`src/rtl/spm_pkg.sv`:
```
// package for the sparse polynomial multiplier
// shared constants, types and controller/datapath command structs
package spm_pkg;
    localparam int MaxTerms   = 8;
    localparam int TableDepth = MaxTerms * MaxTerms;
    localparam int TermIdxW   = $clog2(MaxTerms);
    localparam int TermCntW   = $clog2(MaxTerms + 1);
    localparam int TabIdxW    = $clog2(TableDepth);
    localparam int TabCntW    = $clog2(TableDepth + 1);
    localparam int DegW       = 8;
    localparam int OutDegW    = 9;
    localparam int CoefW      = 32;
    localparam int AccW       = 64;

    localparam int DegSpan    = 1 << OutDegW;

    typedef struct packed {
        logic               load_first;
        logic               load_second;
        logic               clear_counts;
        logic               wipe_issue;
        logic               mul_issue;
        logic [TermIdxW-1:0] idx_i;
        logic [TermIdxW-1:0] idx_j;
        logic               acc_issue;
        logic               scan_issue;
        logic [OutDegW-1:0] scan_deg;
    } t_cmd;

    typedef struct packed {
        logic [TermCntW-1:0] first_count;
        logic [TermCntW-1:0] second_count;
        logic                emitted_any;
        logic                pipe_busy;
    } t_status;
endpackage

```
`src/rtl/spm_ctrl.sv`:
```
// controller: memory clear, load, multiply sweep, degree scan, output holding
// depends on spm_pkg
module spm_ctrl import spm_pkg::*; (
    input  logic                    i_clk,
    input  logic                    i_rst_n,
    input  logic                    i_start,
    input  logic                    i_which_operand,
    input  logic                    i_last_term,
    input  t_status                 i_status,
    input  logic                    i_dp_valid,
    input  logic [OutDegW-1:0]      i_dp_degree,
    input  logic signed [CoefW-1:0] i_dp_coef,
    output t_cmd                    o_cmd,
    output logic                    o_busy,
    output logic                    o_valid,
    output logic [OutDegW-1:0]      o_out_degree,
    output logic signed [CoefW-1:0] o_out_coefficient,
    output logic                    o_out_last
);
    localparam logic [2:0] StIdle  = 3'd0;
    localparam logic [2:0] StClear = 3'd1;
    localparam logic [2:0] StMul   = 3'd2;
    localparam logic [2:0] StDrain = 3'd3;
    localparam logic [2:0] StScan  = 3'd4;
    localparam logic [2:0] StFlush = 3'd5;
    localparam logic [2:0] StDone  = 3'd6;
    localparam logic [2:0] StInit  = 3'd7;

    logic [2:0]          r_st, n_st;
    logic [TermIdxW-1:0] r_i, n_i, r_j, n_j;
    logic [OutDegW:0]    r_d, n_d;
    logic [1:0]          r_fl, n_fl;
    logic                r_hv;
    logic [OutDegW-1:0]  r_hdeg;
    logic signed [CoefW-1:0] r_hcoef;
    logic                accept;
    logic                fempty, sempty;
    logic                flush_out;

    assign accept = i_start && !o_busy;
    assign o_busy = (r_st != StIdle);
    assign fempty = (i_status.first_count == '0);
    assign sempty = (i_status.second_count == '0);

    always_comb begin
        n_st = r_st; n_i = r_i; n_j = r_j; n_d = r_d; n_fl = r_fl;
        o_cmd = '0;
        o_cmd.idx_i = r_i;
        o_cmd.idx_j = r_j;
        o_cmd.scan_deg = r_d[OutDegW-1:0];
        case (r_st)
            StInit: begin
                o_cmd.wipe_issue = 1'b1;
                n_d = r_d + 1'b1;
                if (r_d == (OutDegW+1)'(DegSpan - 1)) n_st = StIdle;
            end
            StIdle: begin
                if (accept) begin
                    o_cmd.load_first  = !i_which_operand;
                    o_cmd.load_second = i_which_operand;
                    if (i_which_operand && i_last_term) n_st = StClear;
                end
            end
            StClear: begin
                n_i = '0; n_j = '0; n_d = '0;
                n_st = (fempty || sempty) ? StDrain : StMul;
            end
            StMul: begin
                o_cmd.mul_issue = 1'b1;
                if ({1'b0, r_j} == i_status.second_count - 1'b1) begin
                    n_j = '0;
                    if ({1'b0, r_i} == i_status.first_count - 1'b1) n_st = StDrain;
                    else n_i = r_i + 1'b1;
                end else begin
                    n_j = r_j + 1'b1;
                end
            end
            StDrain: begin
                if (!i_status.pipe_busy && !o_cmd.mul_issue) n_st = StScan;
            end
            StScan: begin
                o_cmd.scan_issue = 1'b1;
                n_d = r_d + 1'b1;
                if (r_d == (OutDegW+1)'(DegSpan - 1)) begin
                    n_st = StFlush;
                    n_fl = 2'd2;
                end
            end
            StFlush: begin
                n_fl = r_fl - 1'b1;
                if (r_fl == 2'd1) n_st = StDone;
            end
            StDone: begin
                o_cmd.clear_counts = 1'b1;
                n_st = StIdle;
            end
            default: n_st = StIdle;
        endcase
    end

    // hold one result so the last flag can be set on the final one
    assign flush_out = (r_st == StFlush) && (r_fl == 2'd1);
    always_comb begin
        o_valid = 1'b0;
        o_out_last = 1'b0;
        o_out_degree = r_hdeg;
        o_out_coefficient = r_hcoef;
        if (r_hv && (i_dp_valid || flush_out)) begin
            o_valid = 1'b1;
            o_out_last = flush_out && !i_dp_valid;
        end else if (flush_out && !i_status.emitted_any) begin
            o_valid = 1'b1;
            o_out_last = 1'b1;
            o_out_degree = '0;
            o_out_coefficient = '0;
        end
    end

    always_ff @(posedge i_clk) begin
        if (!i_rst_n) begin
            r_st <= StInit;
            r_i <= '0; r_j <= '0; r_d <= '0; r_fl <= '0;
            r_hv <= 1'b0;
        end else begin
            r_st <= n_st; r_i <= n_i; r_j <= n_j; r_d <= n_d; r_fl <= n_fl;
            if (i_dp_valid) r_hv <= 1'b1;
            else if (flush_out) r_hv <= 1'b0;
        end
        if (i_dp_valid) begin
            r_hdeg  <= i_dp_degree;
            r_hcoef <= i_dp_coef;
        end
    end
endmodule

```
`config.mk`:
```
export PLATFORM = sky130hd
export DESIGN_NAME = spm_ctrl
export DESIGN_NICKNAME = d
export VERILOG_FILES = /design/src/rtl/spm_pkg.sv /design/src/rtl/spm_ctrl.sv
export SDC_FILE = /design/constraint.sdc
export NUM_CORES = 1
export LEC_CHECK = 0
export ABC_AREA = 1
export BUFFER_PORTS_ARGS = -buffer_cell sky130_fd_sc_hd__buf_2
export CAP_MARGIN = 15
export CORE_UTILIZATION = 53
export DETAILED_ROUTE_END_ITERATION = 7
export GPL_ROUTABILITY_DRIVEN = 1
export HOLD_SLACK_MARGIN = 0.05
export PLACE_DENSITY = 0.86
export RECOVER_POWER = 100
export SYNTH_ARGS = -nofsm -noshare
export SYNTH_HDL_FRONTEND = slang
export SYNTH_SLANG_ARGS = --single-unit
```
`constraint.sdc`:
```
create_clock -name i_clk -period 2.35 [get_ports i_clk]
set_input_delay 0.47 -clock i_clk [delete_from_list [all_inputs] [get_ports i_clk]]
set_output_delay 0.47 -clock i_clk [all_outputs]
set_load 0.005 [all_outputs]
```
==> flow_metrics.tcl, run 1 <==
set metrics [dict create \
    numCtsBuffers 9 \
    p_int_w 0.00237 \
    overflow 0 \
    insertion_delay_ns 0.34 \
    ios 123 \
    worstPathRequired_ns 1.88 \
    p_seq_frac 0.411 \
    nets 565 \
    switching_share 0.311 \
    die_w_um 79.7 \
    vdd_drop_max_mv 0.476 \
    finalMaxSlewViolations 0 \
    grt_pass1_wl_um 12100 \
    status "complete, but fails checks" \
    grt_usage 0.259 \
    hold_start "i_dp_coef[15]" \
    comb_power_share 0.258 \
    final_antenna_net_count 0 \
    die_area_sq_mm 0.00634 \
    clock_skew_ns 0.00786 \
    drtIter0Drc 120 \
    max_slew_margin 0.465 \
    die_y_um 79.7 \
    hold_viol_final 0 \
    synthFlopType "edfxtp_1" \
    cts_tree "done" \
    crit_fanout 8 \
    layout_setup_ws_ns -0.00494 \
    syn_to_final_growth_pct 29.2 \
    hold_ws_ns 0.301 \
    cts.sinks 63 \
    syn_inst 374 \
    setup_viol 3 \
    worst_pin_slew_ns 0.802 \
    holdBufCountCts 0 \
    drive_gt1_frac 0.324 \
    rrSetupSlack_ns 0.42 \
    path_class "register to output pin" \
    grt_setup_unrepaired "yes" \
    first_global_vias 2641 \
    max_freq_mhz 425 \
    wire_per_inst_um 13.7 \
    drt-pass1-iter-count 4 \
    cts_max_path_buffers 2 \
    rr_worst_depth 10 \
    synth.ff_latch_count 63 \
    n_antenna_cell 0 \
    yosysTopAreaCell "edfxtp_1" \
    synth_edf_count 41 \
    antenna_found_initial 0 \
    dp_hpwl_um 5410 \
    end_kind "output pin" \
    syn_nets 438 \
    rr_endpoint "r_d[9]$_SDFFE_PN0P_" \
    rows 27 \
    powerDensity_mw_per_mm2 832 \
    clkTransAtPathRegs_ns 0.08 \
    drc 0 \
    holdPathStages 1 \
    netlist_area_sq_mm 0.00320 \
    maxCapViolations 0 \
    crit_start "r_st[0]$_SDFFE_PN1P_" \
    core_area_sq_mm 0.00564 \
    synthTopCellsByCount "inv_1 (78), nor2_1 (67), nand2_1 (58)" \
    p_leak_nw 2.09 \
    yosysUniqueCellTypes 31 \
    fillers 414 \
    cp.arrival_ns 1.88 \
    vias 2916 \
    min-delay-path-class "primary input to register" \
    htreeDepth 3 \
    netlist_top_cells_area "edfxtp_1 (39%), dfxtp_1 (14%), inv_1 (9.2%), nor2_1 (7.9%), nand2_1 (6.8%)" \
    clkPwrFrac 0.330 \
    post-route-util 0.732 \
    gp_congestion 0.943 \
    endpoint "o_out_degree[7]" \
    r2r-start "r_st[2]$_SDFFE_PN1P_" \
    portBuffers 121 \
    yosys.area.top_type_share 0.385 \
    fin_crit_sh 1.00 \
    grt_max_degree 32 \
    syn_avg_cell_area_sq_um 8.54 \
    switchingPower_w 0.00107 \
    period_needed_ns 2.35 \
    yosysSeqAreaShare 0.523 \
    vias_per_cell 5.04 \
    synth_async_sr_flop_share 0 \
    worst_setup_path_start_kind "register" \
    violations "negative setup slack" \
    start_util 0.566 \
    wl_um 7930 \
    yosys_warnings 0 \
    root_buffer "clkbuf_8" \
    synth_most_common_cell "inv_1" \
]
==> power groups by stage <==
stage / logic [W] / clock network (W) / registers, W
global placement: 0.000823 / 0 / 0.00141
finish: 0.000887 / 0.00114 / 0.00141
global route: 0.000999 / 0.00120 / 0.00143
floorplan: 0.000593 / 0 / 0.00140
detailed placement: 0.000862 / 0 / 0.00142
CTS: 0.000880 / 0.00116 / 0.00140
==> how the worst min path moves through the flow <==
stage	endpoint	slack [ns]
after floorplan	r_fl[0]$_SDFFE_PN0P_	0.43
after global placement	r_fl[0]$_SDFFE_PN0P_	0.45
after detailed placement	r_fl[0]$_SDFFE_PN0P_	0.47
after CTS	r_hcoef[15]$_DFFE_PP_	0.29
after global routing	r_hcoef[15]$_DFFE_PP_	0.28
final	r_hcoef[15]$_DFFE_PP_	0.30
==> sequential cells by signal, summed over array words and instances, names as in the netlist <==
signal / flops
r_hcoef: 32
r_d: 10
r_hdeg: 9
r_i: 3
r_j: 3
r_st: 3
r_fl: 2
r_hv: 1
==> metrics by stage <==
stage	setup TNS (ns)	cell area (sq um)	worst slack (ns)	total power [W]	cells
5_1_grt	-2.78	4130	-0.102	0.00363	578
2_1_floorplan	0	3200	0.590	0.00199	374
6_report	-0.00842	4130	-0.00494	0.00344	578
3_3_place_gp	0	3770	0.234	0.00223	552
4_1_cts	0	4110	0.0245	0.00345	576
3_5_place_dp	0	3770	0.108	0.00228	552
==> critical path: stages, from the launching register on <==
cell	delay (ns)
dfxtp_2	0.41
nand2_4	0.08
nor2_4	0.13
inv_2	0.05
nor2_2	0.09
inv_2	0.06
nor2_4	0.10
clkinv_4	0.15
nor2_4	0.25
nor2_1	0.07
buf_2	0.14
==> cells in the final DEF (no fill, tap or decap), types with 5 or more instances in the layout <==
cell      Yosys  final
a21oi_1      12     12
dfxtp_1      22     20
nor2_4        1      7
nand2_1      58     60
nor2_2        3      7
ha_1          7      7
a211oi_1      5      5
o21ai_0       6      6
nand4_1       6      6
nor2_1       67     62
clkbuf_8      0      9
clkbuf_1      1      8
nand3_1      20     22
edfxtp_1     41     41
inv_1        78     79
buf_2         1    114
==> cells by family (layout without fill, tap and decap cells) <==
group | count (synthesis) | in the layout | share of synthesized area
buffers and inverters | 101 | 228 | 0.141
AO/OA/AOI/OAI | 29 | 29 | 0.0548
XOR/XNOR | 3 | 3 | 0.00822
AND/OR/NAND/NOR | 170 | 175 | 0.244
adder cells (fa/ha/maj) | 7 | 7 | 0.0274
other | 1 | 1 | 0.00117
flip-flops | 63 | 63 | 0.523
==> area by class of cell <==
class                      instances  area [sq um]  share of cell area
clock buffer                       9           124              0.0300
clock inverter                     7           120              0.0291
inverter                          84           323              0.0782
multi-input combinational        215          1130               0.274
sequential                        63          1680               0.406
tap                               72          90.1              0.0218
timing repair buffer             128           663               0.161
==> routing by layer <==
metal / routed length, um / global-route usage / part of all wire
met5: 0 / 0 / 0
met4: 182 / 0.136 / 0.023
met3: 613 / 0.0731 / 0.077
met2: 4020 / 0.452 / 0.51
met1: 3110 / 0.282 / 0.39
==> repair_timing <==
item | 4_1_cts | 5_1_grt
gates cloned | 5 | 0
pin swaps | 4 | 6
setup buffers | 3 | 2
gates resized for setup | 5 | 13
endpoints found under the setup margin | 41 | 41
Power figures use the tool's default switching activity.
==> run 2, diff against run 1 <==
--- a/config.mk
+++ b/config.mk
@@ -5,14 +5,13 @@
 export SDC_FILE = /design/constraint.sdc
 export NUM_CORES = 1
 export LEC_CHECK = 0
-export ABC_AREA = 1
 export BUFFER_PORTS_ARGS = -buffer_cell sky130_fd_sc_hd__buf_2
 export CAP_MARGIN = 15
-export CORE_UTILIZATION = 53
+export CORE_UTILIZATION = 52
 export DETAILED_ROUTE_END_ITERATION = 7
 export GPL_ROUTABILITY_DRIVEN = 1
 export HOLD_SLACK_MARGIN = 0.05
-export PLACE_DENSITY = 0.86
+export PLACE_DENSITY = 0.85
 export RECOVER_POWER = 100
 export SYNTH_ARGS = -nofsm -noshare
 export SYNTH_HDL_FRONTEND = slang
==> flow_metrics.tcl, run 2 <==
set metrics [dict create \
    syn_avg_cell_area_sq_um 10.9 \
    min-delay-path-class "primary input to register" \
    p_seq_frac 0.449 \
    final_cell_mix "buf_2 (106), nor2b_1 (43), edfxtp_1 (41)" \
    switching_share 0.308 \
    drtIter0Drc 161 \
    vdd_drop_max_mv 0.383 \
    end_kind "output pin" \
    antenna_found_initial 0 \
    regArea_sq_mm 0.00167 \
    htreeDepth 3 \
    wire_per_inst_um 13.6 \
    p_int_w 0.00216 \
    grt_use_met3 0.0540 \
    nets 463 \
    p_leak_nw 1.63 \
    cp.arrival_ns 1.74 \
    start_util 0.550 \
    worst_setup_path_start_kind "register" \
    clkTransAtPathRegs_ns 0.07 \
    yosysTopAreaCell "edfxtp_1" \
    finalMaxSlewViolations 0 \
    tns_ns 0 \
    status "completed" \
    final_antenna_net_count 0 \
    setup_viol 0 \
    switchingPower_w 0.000962 \
    stdcell_area_sq_mm 0.00386 \
    total_power_w 0.00313 \
    clkPwrFrac 0.281 \
    yosysSeqAreaShare 0.542 \
    layout_commonest_cell "buf_2" \
    powerDensity_mw_per_mm2 810 \
    overflow 0 \
    die_y_um 79.0 \
    rrSetupSlack_ns 0.46 \
    reg_top3 "r_hcoef x32, r_d x10, r_hdeg x9" \
    holdBufCountCts 0 \
    numCtsBuffers 9 \
    worstPathRequired_ns 1.88 \
    worst_pin_slew_ns 0.946 \
    hold_viol_final 0 \
    cts_max_path_buffers 2 \
    top_register "r_hcoef" \
    use_met2 0.379 \
    fillers 440 \
    gp_congestion 0.856 \
    rr_worst_depth 5 \
    yosys_warnings 0 \
    syn_to_final_growth_pct 25.2 \
    fin_cells 476 \
    grt_use_met1 0.256 \
    comb_power_share 0.269 \
    cts_tree "done" \
    place_inst 459 \
    n_antenna_cell 0 \
    synth.ff_latch_count 63 \
    hold_ws_ns 0.314 \
    busiest_layer "met2" \
    first_global_vias 2139 \
    synth_edf_count 41 \
    synth_most_common_cell "nor2b_1" \
    rr_endpoint "r_d[7]$_SDFFE_PN0P_" \
    drive_gt1_frac 0.337 \
    vias 2442 \
    yosysUniqueCellTypes 54 \
    drt-pass1-iter-count 4 \
    clock_skew_ns 0.00213 \
    core_area_sq_mm 0.00561 \
    r2r-start "r_st[0]$_SDFFE_PN1P_" \
    path_class "register to output pin" \
    vias_per_cell 5.13 \
    max_freq_mhz 453 \
    grt_max_degree 42 \
    cts.sinks 63 \
    maxCapViolations 0 \
    portBuffers 121 \
    synth_async_sr_flop_share 0 \
    grt_pass1_wl_um 10200 \
    wl_um 6480 \
    crit_start "r_fl[0]$_SDFFE_PN0P_" \
    syn_nets 346 \
    synthTopCellsByCount "nor2b_1 (44), edfxtp_1 (41), dfxtp_1 (22)" \
    multiInputGateArea_sq_mm 0.00122 \
    period_needed_ns 2.21 \
    ios 123 \
    die_w_um 79.0 \
    rows 27 \
    netlist_top_cells_area "edfxtp_1 (40%), dfxtp_1 (14%), nor2b_1 (8.9%), ha_1 (2.8%), buf_4 (2.7%)" \
    yosys.area.top_type_share 0.399 \
    netlist_area_sq_mm 0.00309 \
    endpoint "o_out_coefficient[12]" \
    syn_inst 282 \
    postPlaceCellArea_sq_mm 0.00370 \
    die_area_sq_mm 0.00625 \
    crit_fanout 41 \
    fin_crit_sh 0.939 \
    root_buffer "clkbuf_8" \
    largest_register_ffs 32 \
    drc 0 \
    synthFlopType "edfxtp_1" \
    dp_hpwl_um 4870 \
    max_slew_margin 0.370 \
    insertion_delay_ns 0.32 \
    grt_usage 0.216 \
]
[run 2: cell types whose count changed after synthesis, sizes merged, moves of 6 or more]
cell	change
inv	-73
nor2b	+44
clkbuf	+6
o21ai	+8
nand4	-6
nand2	-50
nand3	-12
nor2	-60
[run 2: worst min path at each step]
stage                               startpoint                    end  slack [ns]  cells past startpoint
after CTS                        i_dp_coef[14]  r_hcoef[14]$_DFFE_PP_        0.30                      1
after detailed placement  r_fl[0]$_SDFFE_PN0P_   r_fl[0]$_SDFFE_PN0P_        0.48                      1
after global placement    r_fl[0]$_SDFFE_PN0P_   r_fl[0]$_SDFFE_PN0P_        0.46                      1
final                             i_dp_coef[1]   r_hcoef[1]$_DFFE_PP_        0.31                      1
after global routing             i_dp_coef[14]  r_hcoef[14]$_DFFE_PP_        0.29                      1
after floorplan           r_fl[0]$_SDFFE_PN0P_   r_fl[0]$_SDFFE_PN0P_        0.44                      1
[run 2: kinds of logic (layout without fill, tap and decap cells)]
family	after synthesis	after routing	share of synthesized area
compound gates	55	55	0.124
xor+xnor	8	8	0.0251
fa+ha+maj	7	7	0.0284
buf+inv	33	155	0.0584
flops	63	63	0.542
mux	3	3	0.0109
other cells	1	1	0.00122
simple gates	112	112	0.210
[run 2: stage by stage]
step	util	setup WS (ns)
finish	0.689	0.144
global route	0.689	-0.00340
CTS	0.696	0.0143
detailed placement	0.661	0.133
global placement	0.661	0.215
floorplan	-	0.301
[run 2: routing by layer]
metal,vias up,wire (um)
met5,-,0
met4,0,85
met3,8,476
met2,96,3330
met1,1106,2600
li1,1232,-
[run 2: what timing repair did]
item                                    4_1_cts  5_1_grt
resized for setup                             1        3
endpoints found under the setup margin       41       41
cloned                                        0        0
setup buffers                                 1        0
[run 2: final cells by class]
type / count / area share
Sequential cell: 63 / 0.433
Multi-Input combinational cell: 186 / 0.316
Timing Repair Buffer: 128 / 0.167
Clock buffer: 9 / 0.0321
Tap cell: 72 / 0.0233
Clock inverter: 7 / 0.0165
Inverter: 11 / 0.0107
[run 2: power groups by stage]
stage	logic (W)	registers, W	clock network, W
detailed placement	0.000864	0.00143	0
global route	0.000966	0.00142	0.000946
floorplan	0.000628	0.00137	0
global placement	0.000843	0.00142	0
CTS	0.000879	0.00140	0.000900
finish	0.000842	0.00140	0.000880
[run 2: worst max-delay path, stage by stage (launching register included)]
cell,delay (ns)
dfxtp_1,0.36
ha_1,0.19
nand3_1,0.21
nor3_4,0.22
buf_12,0.22
nor2b_1,0.08
buf_2,0.13
